### src/hw/rtl/cbs_pkg.sv
// Package for the cubic Bezier segmenter: widths, sequencer states,
// divider request/response structs and saturation helpers. No dependencies.
`timescale 1ns / 1ps
`default_nettype none
package cbs_pkg;

    localparam int MAX_SEGMENTS = 64;
    localparam int FRAC_BITS    = 16;

    localparam int COORD_W = 32;
    localparam int SEG_W   = 31;
    localparam int PT_W    = 33;
    localparam int LEG_W   = 34;
    localparam int MAG_W   = 31;
    localparam int MUL_W   = 33;
    localparam int PROD_W  = 2 * MUL_W;
    localparam int SQ_W    = 63;
    localparam int LEN_W   = 32;
    localparam int NACC_W  = SEG_W + 7;
    localparam int N_W     = $clog2(MAX_SEGMENTS + 1);
    localparam int SQ_W13  = 2 * N_W - 1;
    localparam int WGT_W   = 18;
    localparam int ACC_W   = 54;
    localparam int DIV_NW  = 53;
    localparam int DIV_DW  = 19;
    localparam int DIV_CW  = $clog2(DIV_NW);
    localparam int RES_W   = 37;

    localparam logic [SEG_W-1:0] SEG_RESET = SEG_W'(1 << FRAC_BITS);

    localparam logic [1:0] CRD_X = 2'd0;
    localparam logic [1:0] CRD_Y = 2'd1;
    localparam logic [1:0] CRD_Z = 2'd2;

    localparam logic [1:0] LEG_FIRST = 2'd0;
    localparam logic [1:0] LEG_MID   = 2'd1;
    localparam logic [1:0] LEG_LAST  = 2'd2;

    localparam logic [1:0] WORDS_BOTH = 2'b11;
    localparam logic [1:0] WORDS_NONE = 2'b00;

    typedef enum logic [3:0] {
        S_IDLE,
        S_LEG,
        S_SQA,
        S_SQB,
        S_SQC,
        S_SQRT,
        S_NCNT,
        S_N3A,
        S_N3B,
        S_N3C,
        S_WGT,
        S_ACC,
        S_DIVST,
        S_DIVGO,
        S_DIVW,
        S_OUT
    } cbs_state_t;

    typedef struct packed {
        logic              start;
        logic [DIV_NW-1:0] dividend;
        logic [DIV_DW-1:0] divisor;
    } cbs_div_req_t;

    typedef struct packed {
        logic              done;
        logic [DIV_NW-1:0] quotient;
        logic              rem_nz;
    } cbs_div_rsp_t;

    function automatic logic [MAG_W-1:0] abs_sat(input logic signed [LEG_W-1:0] v);
        logic [LEG_W-1:0] mag;
        mag = v[LEG_W-1] ? LEG_W'(-v) : LEG_W'(v);
        return (mag > LEG_W'(34'h07FFFFFFF)) ? {MAG_W{1'b1}} : mag[MAG_W-1:0];
    endfunction

    function automatic logic [COORD_W-1:0] sat32(input logic signed [RES_W-1:0] v);
        logic signed [RES_W-1:0] hi;
        logic signed [RES_W-1:0] lo;
        hi = RES_W'(64'sh7FFFFFFF);
        lo = -RES_W'(64'sh80000000);
        if (v > hi)
        begin
            return 32'h7FFFFFFF;
        end
        else if (v < lo)
        begin
            return 32'h80000000;
        end
        return v[COORD_W-1:0];
    endfunction

endpackage
`default_nettype wire

### src/hw/rtl/cbs_mul.sv
// Shared signed multiplier of the segmenter with registered product.
// Depends on cbs_pkg.
`timescale 1ns / 1ps
`default_nettype none
module cbs_mul (
    input  wire logic                               clk,
    input  wire logic signed [cbs_pkg::MUL_W-1:0]   a,
    input  wire logic signed [cbs_pkg::MUL_W-1:0]   b,
    output logic signed [cbs_pkg::PROD_W-1:0]       prod
);
    import cbs_pkg::*;

    logic signed [PROD_W-1:0] prod_reg;

    always_ff @(posedge clk)
    begin
        prod_reg <= a * b;
    end

    assign prod = prod_reg;

endmodule
`default_nettype wire

### config.mk
export PLATFORM = sky130hd
export DESIGN_NAME = cbs_mul
export DESIGN_NICKNAME = d
export VERILOG_FILES = /design/src/hw/rtl/cbs_pkg.sv /design/src/hw/rtl/cbs_mul.sv
export SDC_FILE = /design/constraint.sdc
export NUM_CORES = 2
export LEC_CHECK = 0
export ABC_AREA = 0
export ABC_CLOCK_PERIOD_IN_PS = 9000
export BUFFER_PORTS_ARGS = -buffer_cell sky130_fd_sc_hd__buf_2
export CAP_MARGIN = 20
export CORE_UTILIZATION = 45
export DETAILED_ROUTE_END_ITERATION = 10
export PLACE_DENSITY = 0.65
export SLEW_MARGIN = 20
export SYNTH_ARGS = -nofsm -noshare
export SYNTH_HDL_FRONTEND = slang
export SYNTH_SLANG_ARGS = --single-unit
export TNS_END_PERCENT = 30
### constraint.sdc
create_clock -name clk -period 9 [get_ports clk]
set_input_delay 0.9 -clock clk [delete_from_list [all_inputs] [get_ports clk]]
set_output_delay 0.9 -clock clk [all_outputs]
set_load 0.02 [all_outputs]
-- After elaboration in Yosys (flattened, before gate mapping)
Index checks and enable logic that the tools add are counted.
- register bits after elaboration: 66
- input bits: 67
- $mul: 1
- operator list (operator ; count):
    33-bit by 33-bit multiplier with 66-bit output ; 1

-- Longest topological paths before layout
- depth after elaboration: 1
- depth in mapped cells: 27
- mapped depth without buffers: 26

-- Least setup slack after synthesis
OpenSTA, ideal clock, no wires.
- kind: input port to flip-flop
- start: in a[32] (netlist name)
- end: reg prod_reg[62] (netlist: prod[62])
- arrival: 8.057 ns
- path slack: 0.864 ns
- stages on the path: 23
- path buffers: 2
- cells stage by stage: clkbuf_1 > nand2_1 > inv_1 > fa_1 > fa_1 > fa_1 > fa_1 > fa_1 > fa_1 > fa_1 > inv_1 > fa_1 > inv_1 > ha_1 > clkbuf_1 > and3_1 > nand3_1 > nand2b_1 > a2111oi_4 > a211oi_4 > a21o_2 > a21o_1 > a211oi_2
- cells in the longest elaborated chain, start to end: 1
- RTL lines (element ; line ; text):
    start, declared ; cbs_mul.sv:7 ; input wire logic signed [cbs_pkg::MUL_W-1:0] a,
    33-bit by 33-bit multiplier with 66-bit output ; cbs_mul.sv:17 ; prod_reg <= a * b;
    end signal, assigned ; cbs_mul.sv:17 ;
    end, declared ; cbs_mul.sv:13 ; logic signed [PROD_W-1:0] prod_reg;
Every way passes these cells.

-- Final worst setup path
- start: in b[10] (netlist name)
- end: reg prod_reg[64] (netlist: prod[64])
- cells in the longest elaborated chain, start to end: 1
- RTL lines (element ; line ; text):
    start, declared ; cbs_mul.sv:8 ; input wire logic signed [cbs_pkg::MUL_W-1:0] b,
    33-bit by 33-bit multiplier with 66-bit output ; cbs_mul.sv:17 ;
Every way passes these cells.

==> run metrics <==
status=finished clean; most numerous cell in the Yosys netlist=fa_1; Final Setup Violations=0; Synth Warn #=0; floorplan row count=~110; biggest area consumer among synthesized cells=fa_1; initial antenna violation count=5; Slew @ Worst Pin=940 ps; CTS Sinks=66; crit-path max FO=33; largest net degree at the start of global routing=34; I/O pin cnt=133; GP Congestion=between 0.8 and 0.9; clock-pin slew on the worst setup and hold paths=about 70 ps; CTS Root Cell=clkbuf_16; CTS Buffer Depth=2; via count=28480; Hold Vio Cnt, Final=0; DRC viols=0; Seq/Total Area, Yosys=0.0324; max reg flops=66; Max Slew Vio Count=0; number of synthesized register bits=66; core area=between 80000 and 90000 µm²; top area cells in the synthesized netlist=fa_1 56%, inv_1 10%, and2_1 8.6%, ha_1 6.7%, nand2_1 5.1%; Synth top cells by count=1145 x fa_1, 1131 x inv_1, 562 x and2_1; Initial Util=0.457; DPL Wire Length=90.7 mm; Period minus WS final=8500 ps; CTS tree=yes; Port Buf Inserts=between 100 and 150; FMAX=between 100 and 150 MHz; First-pass DRT Iterations=6; Setup TNS=0 ps; wire per inst=between 15 and 20 µm; GR Util All Layers=0.253; DRT antenna net count=0; GRT overflow=0; Worst Setup SP=b[10]; Final nets=5786; Area Overhead vs Synth=5.86%; main flop type after synthesis=dfxtp_1; unrepaired setup endpoints after global routing=no; Die H=~300 µm; Period Utilization, post-route=0.944; Rel. slew slack=0.374; fraction of layout cells with a size suffix above 1=0.0646; DRT Wirelength=107 mm; Post-synth ARST share=0; CP required=9310 ps; Syn Area/Cell=9.39 µm²; Chip Width=303 µm; hold-critical path depth=2; critical path endpoint category=register; Synth top area share=0.563; initial DRC count=1518; count of cell types in the netlist=80; Setup crit start kind=primary input; vias in the first global route=32224; Post-CTS Resized=0; Syn Std Cell Area=40700 µm²; max_cap viols=0; total CTS buffers=9; Setup CP Type=in -> reg; hold wc startpoint=b[0]; Post-CTS Setup Inserts=0; die area=between 90000 and 100000 µm²; first-pass GRT wire length=about 180 mm; Clock H-tree levels=3; Post-synth EDFFs=0; min-delay worst type=in -> reg; Syn Inst Count=4338; CTS Hold Bufs=0; Crit path arrival time=8810 ps; Vias/cell=5.15; Post-Syn Nets=5767
[metal layers]
| metal | up-vias | global-route usage | wire, µm |
|---|---|---|---|
| met5 | - | 0 | 26 |
| met3 | 238 | 0.0325 | 4920 |
| met1 | 15100 | 0.308 | 41500 |
| met2 | 784 | 0.446 | 55700 |
| met4 | 4 | 0.114 | 5290 |
| li1 | 12354 | - | - |
[cells by family after synthesis]
family,Yosys count,synth area share
adder cells (fa/ha/maj),1362,0.629
buffers and inverters,1352,0.125
XOR/XNOR,68,0.0146
AO/OA/AOI/OAI,219,0.0407
flip-flops,66,0.0324
AND/OR/NAND/NOR,1271,0.158
[worst max-delay path: stages]
cell	delay (ps)
buf_2	690
nand2_1	240
fa_1	680
buf_4	190
fa_1	450
fa_1	550
inv_1	50
fa_1	480
fa_1	590
fa_1	430
fa_1	490
inv_1	50
fa_1	470
inv_1	40
ha_1	420
nand3_1	270
nor2_1	330
a31oi_1	210
o221a_2	350
or2_2	340
nand3_2	200
a211oi_1	110
a311oi_1	260
[metrics by stage]
| step | std cells | cell area (µm²) | hold slack [ps] | setup WS, ps | util |
|---|---|---|---|---|---|
| 2_1_floorplan | 4338 | 40700 | 1030 | 864 | - |
| 3_3_place_gp | 5511 | 42800 | 1320 | 199 | 0.480 |
| 3_5_place_dp | 5511 | 42800 | 1310 | 227 | 0.480 |
| 4_1_cts | 5527 | 43100 | 925 | 654 | 0.484 |
| 5_1_grt | 5529 | 43100 | 970 | 211 | 0.484 |
| 6_report | 5529 | 43100 | 962 | 502 | 0.484 |
[cells in the final DEF, fill, tap and decap left out, types with 3 or more instances in the layout]
cell / count
nor2_1: 68
nor2b_1: 5
o21bai_1: 11
nor3_1: 7
or2_2: 3
a21o_1: 36
o31ai_4: 3
or3_1: 3
fa_1: 1145
o21ai_1: 6
a21oi_1: 57
bufinv_16: 3
xor2_1: 25
nand4_1: 11
and3_1: 5
o21ai_0: 25
a211o_1: 6
o211ai_1: 4
clkinv_4: 3
a21oi_2: 3
clkbuf_16: 9
ha_1: 217
nand2_1: 551
inv_1: 1131
and2_1: 562
and4_1: 5
xnor2_1: 43
buf_4: 94
a211oi_1: 7
a211oi_2: 3
buf_2: 132
buf_12: 3
nand3_1: 25
a31oi_1: 8
nand2b_1: 12
o21a_1: 6
dfxtp_1: 66
[worst paths after layout]
kind,slack (ps),endpoint
min,960,prod[0]
max,500,prod[64]
[final cells by class]
class	count	area [µm²]
fillers	8526	45900
diodes	2	5.00
clock buffers	9	225
multi-input cells	2920	34300
inverters	1131	4250
flip-flops and latches	66	1320
repair buffers	229	1430
clock inverters	7	125
well taps	1165	1460
Power is not shown: default switching activity piles up to over one toggle a cycle in this logic, so the estimate is an artifact.
