## src/hw/rtl/cbs_pkg.sv

```systemverilog
// Package for the cubic Bezier segmenter: widths, sequencer states,
// divider request/response structs and saturation helpers. No dependencies.
`timescale 1ns / 1ps
`default_nettype none
package cbs_pkg;

    localparam int MAX_SEGMENTS = 64;
    localparam int FRAC_BITS    = 16;

    localparam int COORD_W = 32;
    localparam int SEG_W   = 31;
    localparam int PT_W    = 33;
    localparam int LEG_W   = 34;
    localparam int MAG_W   = 31;
    localparam int MUL_W   = 33;
    localparam int PROD_W  = 2 * MUL_W;
    localparam int SQ_W    = 63;
    localparam int LEN_W   = 32;
    localparam int NACC_W  = SEG_W + 7;
    localparam int N_W     = $clog2(MAX_SEGMENTS + 1);
    localparam int SQ_W13  = 2 * N_W - 1;
    localparam int WGT_W   = 18;
    localparam int ACC_W   = 54;
    localparam int DIV_NW  = 53;
    localparam int DIV_DW  = 19;
    localparam int DIV_CW  = $clog2(DIV_NW);
    localparam int RES_W   = 37;

    localparam logic [SEG_W-1:0] SEG_RESET = SEG_W'(1 << FRAC_BITS);

    localparam logic [1:0] CRD_X = 2'd0;
    localparam logic [1:0] CRD_Y = 2'd1;
    localparam logic [1:0] CRD_Z = 2'd2;

    localparam logic [1:0] LEG_FIRST = 2'd0;
    localparam logic [1:0] LEG_MID   = 2'd1;
    localparam logic [1:0] LEG_LAST  = 2'd2;

    localparam logic [1:0] WORDS_BOTH = 2'b11;
    localparam logic [1:0] WORDS_NONE = 2'b00;

    typedef enum logic [3:0] {
        S_IDLE,
        S_LEG,
        S_SQA,
        S_SQB,
        S_SQC,
        S_SQRT,
        S_NCNT,
        S_N3A,
        S_N3B,
        S_N3C,
        S_WGT,
        S_ACC,
        S_DIVST,
        S_DIVGO,
        S_DIVW,
        S_OUT
    } cbs_state_t;

    typedef struct packed {
        logic              start;
        logic [DIV_NW-1:0] dividend;
        logic [DIV_DW-1:0] divisor;
    } cbs_div_req_t;

    typedef struct packed {
        logic              done;
        logic [DIV_NW-1:0] quotient;
        logic              rem_nz;
    } cbs_div_rsp_t;

    function automatic logic [MAG_W-1:0] abs_sat(input logic signed [LEG_W-1:0] v);
        logic [LEG_W-1:0] mag;
        mag = v[LEG_W-1] ? LEG_W'(-v) : LEG_W'(v);
        return (mag > LEG_W'(34'h07FFFFFFF)) ? {MAG_W{1'b1}} : mag[MAG_W-1:0];
    endfunction

    function automatic logic [COORD_W-1:0] sat32(input logic signed [RES_W-1:0] v);
        logic signed [RES_W-1:0] hi;
        logic signed [RES_W-1:0] lo;
        hi = RES_W'(64'sh7FFFFFFF);
        lo = -RES_W'(64'sh80000000);
        if (v > hi)
        begin
            return 32'h7FFFFFFF;
        end
        else if (v < lo)
        begin
            return 32'h80000000;
        end
        return v[COORD_W-1:0];
    endfunction

endpackage
`default_nettype wire

```

## src/hw/rtl/cbs_div.sv

```systemverilog
// Restoring unsigned divider, one quotient bit per cycle.
// Depends on cbs_pkg (request/response structs).
`timescale 1ns / 1ps
`default_nettype none
module cbs_div (
    input  wire logic                  clk,
    input  wire logic                  rst_n,
    input  wire cbs_pkg::cbs_div_req_t req,
    output cbs_pkg::cbs_div_rsp_t      rsp
);
    import cbs_pkg::*;

    logic              busy_reg;
    logic              done_reg;
    logic [DIV_CW-1:0] cnt_reg;
    logic [DIV_NW-1:0] quo_reg;
    logic [DIV_DW-1:0] rem_reg;
    logic [DIV_DW-1:0] dvs_reg;
    logic [DIV_DW:0]   trial;
    logic [DIV_DW:0]   diff;
    logic              ge;

    assign trial = {rem_reg, quo_reg[DIV_NW-1]};
    assign diff  = trial - {1'b0, dvs_reg};
    assign ge    = trial >= {1'b0, dvs_reg};

    always_ff @(posedge clk or negedge rst_n)
    begin
        if (!rst_n)
        begin
            busy_reg <= 1'b0;
            done_reg <= 1'b0;
            cnt_reg  <= '0;
        end
        else
        begin
            done_reg <= 1'b0;
            if (req.start)
            begin
                busy_reg <= 1'b1;
                cnt_reg  <= '0;
            end
            else if (busy_reg)
            begin
                cnt_reg <= cnt_reg + 1'b1;
                if (cnt_reg == DIV_CW'(DIV_NW - 1))
                begin
                    busy_reg <= 1'b0;
                    done_reg <= 1'b1;
                end
            end
        end
    end

    always_ff @(posedge clk)
    begin
        if (req.start)
        begin
            quo_reg <= req.dividend;
            rem_reg <= '0;
            dvs_reg <= req.divisor;
        end
        else if (busy_reg)
        begin
            quo_reg <= {quo_reg[DIV_NW-2:0], ge};
            rem_reg <= ge ? diff[DIV_DW-1:0] : trial[DIV_DW-1:0];
        end
    end

    assign rsp.done     = done_reg;
    assign rsp.quotient = quo_reg;
    assign rsp.rem_nz   = (rem_reg != '0);

endmodule
`default_nettype wire

```

## config.mk

```make
export PLATFORM = sky130hd
export DESIGN_NAME = cbs_div
export DESIGN_NICKNAME = d
export VERILOG_FILES = /design/src/hw/rtl/cbs_pkg.sv /design/src/hw/rtl/cbs_div.sv
export SDC_FILE = /design/constraint.sdc
export NUM_CORES = 1
export LEC_CHECK = 0
export ABC_AREA = 0
export BUFFER_PORTS_ARGS = -buffer_cell sky130_fd_sc_hd__buf_2
export CAP_MARGIN = 20
export CELL_PAD_IN_SITES_DETAIL_PLACEMENT = 0
export CELL_PAD_IN_SITES_GLOBAL_PLACEMENT = 1
export CORE_ASPECT_RATIO = 2
export CORE_MARGIN = 3
export CORE_UTILIZATION = 42
export CTS_CLUSTER_SIZE = 28
export DETAILED_ROUTE_END_ITERATION = 6
export PLACE_DENSITY = 0.9
export SLEW_MARGIN = 20
export SYNTH_ARGS = -nofsm -noshare
export SYNTH_HDL_FRONTEND = slang
export SYNTH_SLANG_ARGS = --single-unit
```

## constraint.sdc

```tcl
create_clock -name clk -period 3.5 [get_ports clk]
set_input_delay 0.35 -clock clk [delete_from_list [all_inputs] [get_ports clk]]
set_output_delay 0.35 -clock clk [all_outputs]
set_load 0.01 [all_outputs]
```

Word-level counts from Yosys, hierarchy flattened
Cells that the tools add are included.
Widths: inputs -> output; s select.
{"block": "word_totals", "output_inout_bits": 55, "ff_bits": 99, "input_bits": 75, "elab_cells": 23}
{"block": "op_classes", "magnitude_cmp": 1, "n_mux": 11, "n_eq_ne": 1, "n_reduce_logical": 2, "n_addsub": 2}
{"operator": "$mux 53", "count": 2}
{"operator": "$ge 20x19->1", "count": 1}
{"operator": "$mux 19", "count": 1}
{"operator": "$reduce_bool 19->1", "count": 1}
{"operator": "$sub 19x19->19", "count": 1}
{"operator": "$mux 6", "count": 2}
{"operator": "$add 6x1->6 const B", "count": 1}
{"operator": "$eq 6x6->1 const B", "count": 1}
{"operator": "$mux 1", "count": 6}
{"operator": "$reduce_bool 2->1", "count": 1}

Longest topological paths before layout
{"block": "depth", "word_depth": 4, "ltp_mapped": 11, "depth_no_buf": 10}

Least setup slack after synthesis
No wires, ideal clock.
{"block": "synth_path", "path_type": "register to register", "from": "register quo_reg[52]", "to": "register rem_reg[12]", "path_stages_with_launch": 12, "n_path_buf": 1, "t_arrival_ns": 2.400, "setup_slack_ns": 0.975, "setup_ns": 0.125, "t_required_ns": 3.375, "synth_period_minus_slack_ns": 2.525, "path_cell_list": "edfxtp_1 -> inv_1 -> ha_1 -> fa_1 -> nand2b_1 -> a21o_1 -> a211oi_2 -> o31ai_4 -> o21ba_4 -> buf_6 -> a32oi_1 -> o31ai_1"}
{"block": "synth_between", "elab_chain_cells": 2, "elab_cells_between_ends": 3, "cone_classes": "1 x add/sub; 1 x order compare; 1 x mux"}
{"item": "start, declared", "line_no": "cbs_div.sv:16", "text": "logic [DIV_NW-1:0] quo_reg;"}
{"item": "start signal, assigned", "line_no": "cbs_div.sv:59", "text": "quo_reg <= req.dividend;"}
{"item": "start signal, assigned", "line_no": "cbs_div.sv:65", "text": "quo_reg <= {quo_reg[DIV_NW-2:0], ge};"}
{"item": "$sub 19x19->19 / $ge 20x19->1 (equally long branches)", "line_no": "cbs_div.sv:24, cbs_div.sv:25"}
{"item": "$mux 19 (*)", "line_no": "cbs_div.sv:66", "text": "rem_reg <= ge ? diff[DIV_DW-1:0] : trial[DIV_DW-1:0];"}
{"item": "end signal, assigned", "line_no": "cbs_div.sv:66"}
{"item": "end, declared", "line_no": "cbs_div.sv:17", "text": "logic [DIV_DW-1:0] rem_reg;"}
Mark *: on every way between the ends. The rest lies on a longest branch, timed or not.
A chain may end at the register's enable or synchronous reset.

Final worst setup path
{"block": "layout_path", "from": "register quo_reg[52]", "to": "register rem_reg[7]"}
Same word-level chain as after synthesis.

==> flow_metrics.py <==
metrics = {
    "outcome": {
        "status": "complete, no violations",
    },
    "layout": {
        "final_cell_mix": "buf_2, edfxtp_1, mux2_2",
        "finalNonFillerCells": 697,
        "layout-drive-gt1-share_pct": 39.5,
        "diodes": 0,
        "final_nets": 644,
        "synthToLayoutAreaGrowth_pct": 20.9,
        "layout_commonest_cell": "buf_2",
        "largest_reg_flops": 53,
        "stdcell_area_um2": 6200,
    },
    "synth": {
        "yosysTopAreaCell": "edfxtp_1",
        "syn_avg_cell_area_um2": 12.2,
        "synth_edf_count": 72,
        "ys_warn_count": 0,
        "synth_area_um2": 5120,
        "ys_seq_elements": 99,
        "synth_cells": 421,
        "dominantRegCellSynth": "edfxtp_1",
        "syn_nets": 518,
        "ys_seq_area_share_pct": 53.5,
        "synth_area_leaders": "edfxtp_1, mux2_2, dfxtp_1",
        "synth_cell_types": 58,
        "synth_top_area_share_pct": 42.2,
        "async_flop_share_pct": 8.08,
    },
    "clock_network": {
        "clock-sinks": 99,
        "cts_tree": "yes",
        "cts_buffers": 9,
        "clk_latency_ps": 350,
        "root_buffer": "clkbuf_16",
        "h-tree-depth": 3,
        "cts_resized": 0,
        "clockBufferDepth": 2,
        "clk_pin_slew_ps": 80,
    },
    "detailed_routing": {
        "num_vias": 3949,
        "routedWlPerCell_um": 18.6,
        "drc": 0,
        "met2WireLength_um": 7160,
        "routed_via_density": 5.67,
        "route.met3.wl_um": 960,
        "drt_iter0_drc": 182,
        "dr.pass1.iters": 4,
        "final_antenna_net_count": 0,
        "wl_met1_um": 4330,
        "routed_wl_um": 13000,
        "highest_layer": "met4",
    },
    "power": {
        "p_per_area_nw_per_um2": 454,
        "p_leak_nw": 2.64,
        "peakVddDrop_mv": 0.341,
        "report.power.total_w": 0.00282,
    },
    "timing": {
        "rsz0062_at_grt": "no",
        "fin_tns_setup_ps": 0,
        "slew_headroom_pct": 56.7,
        "tightest_slew_ps": 650,
        "post-route-period-util_pct": 80.0,
        "skew_ps": 8.46,
        "layout_setup_ws_ps": 701,
        "max_freq_mhz": 357,
        "hold_viol": 0,
        "setup_viol": 0,
        "slew_viol_final": 0,
        "min_period_ps": 2800,
    },
    "worst_setup_path": {
        "cp_data_required_time_ps": 3700,
        "path_buf_inv": 1,
        "crit_family": "compound AO/OA/AOI/OAI gates",
        "cp_slowest_cell": "edfxtp_1",
        "cp-end-kind": "flip-flop",
        "worstSetupPathType": "reg2reg",
        "cp_max_fo": 24,
        "worstPathArrival_ps": 3000,
        "start_kind": "flip-flop",
        "cp_slowest_stage_delay_ps": 380,
        "crit_chain": "inv_1, ha_1, fa_1, nand2b_1, a21o_1, a211oi_2, o31ai_4, o21ba_4, a2111oi_2, nor3_1",
    },
    "placed_design": {
        "dp_cells": 680,
        "io_buffers": 129,
        "gp_congestion": 0.897,
        "hpwl_um": 9950,
        "dpl_cell_area_um2": 5890,
        "dp_slack_ps": 733,
    },
    "grt": {
        "grt_overflow": 0,
        "grt_pass1_wl_um": 21100,
        "grt_pass1_vias": 4437,
        "grt_antenna_before_repair": 0,
        "grt_max_degree": 53,
        "track_usage_pct": 19.4,
    },
    "worst_hold_path": {
        "hold_path.class": "in2reg",
    },
    "die": {
        "num_io_pins": 130,
        "die_area_um2": 13600,
        "die_w_um": 84.1,
        "initial_core_util_pct": 43.3,
        "die_height_um": 162,
        "core_um2": 11800,
        "rows": 56,
    },
    "flow_run": {
        "maxCapViolCount": 0,
    },
}
## synthesized netlist by cell type, types with 3 or more instances
master and number:
buf_2 3, inv_1 25, dfrtp_1 8, nor2_1 22
o21ai_0 7, a21oi_1 20, xor2_1 10, nor2b_1 3
nand2_1 31, nor4_1 5, clkbuf_1 11, nand3_1 13
nand2b_1 7, a32oi_1 8, buf_1 3, nor3_1 4
o21ai_1 9, o311ai_1 3, ha_1 21, a311oi_2 4
a21o_1 5, mux2_2 53, edfxtp_1 72, xnor2_1 7
nand4_1 9, dfxtp_1 19
## worst reg2reg max path, delay by kind of cell (launching register included)
kind	cells	cell delay, ps
DFF	1	380
and+or+nand+nor	2	300
AOI/OAI and AO/OA	5	1330
buffers and inverters	1	60
adders and majority gates	2	600
## power breakdown
part           leakage (nW)  internal (W)  switching, W
clock                 0.146      0.000503      0.000483
sequential             1.01       0.00136     0.0000506
combinational          1.49      0.000195      0.000224
## layout make-up
type,instances,area (um2)
inverter,25,93.8
tap,145,181
fill,1037,5640
clock buffer,9,225
clock inverter,7,67.6
sequential,99,2740
timing repair buffer,135,696
multi-input combinational,277,2190
## layer usage
layer | global-route usage [%] | up-vias
met4 | 9.74 | 0
met1 | 18.4 | 1900
met2 | 36.8 | 177
met3 | 5.84 | 37
li1 | - | 1835
met5 | 0 | -
## final timing paths
path / start / endpoint / slack, ps / depth (start not counted)
min: req[11] / dvs_reg[11] / 170 / 1
max in group asynchronous: rst_n / cnt_reg[5] / 2960 / 2
max: quo_reg[52] / rem_reg[7] / 700 / 10
max reg2reg: quo_reg[52] / rem_reg[7] / 700 / 10
min reg2reg: rem_reg[2] / rem_reg[2] / 530 / 2
min in group asynchronous: rst_n / cnt_reg[0] / 370 / 2
## timing repair
item | CTS | global route
hold buffers | 1 | 0
endpoints found under the hold margin | 8 | 0
setup buffers | 0 | 0
## per-stage QoR
step	hold WS (ps)	util [%]
finish	173	52.3
floorplan	54.4	-
global route	165	52.3
detailed placement	201	49.8
CTS	164	52.3
global placement	198	49.8
## kinds of logic after synthesis
| family | Yosys count | share of synthesized area (%) |
|---|---|---|
| multiplexers | 54 | 11.8 |
| AO/OA/AOI/OAI | 83 | 13.0 |
| flip-flops | 99 | 53.5 |
| adder cells (fa/ha/maj) | 22 | 5.52 |
| AND/OR/NAND/NOR | 101 | 9.50 |
| XOR/XNOR | 17 | 2.91 |
| buffers and inverters | 45 | 3.74 |
No activity file was read; power rests on OpenSTA's default activity.
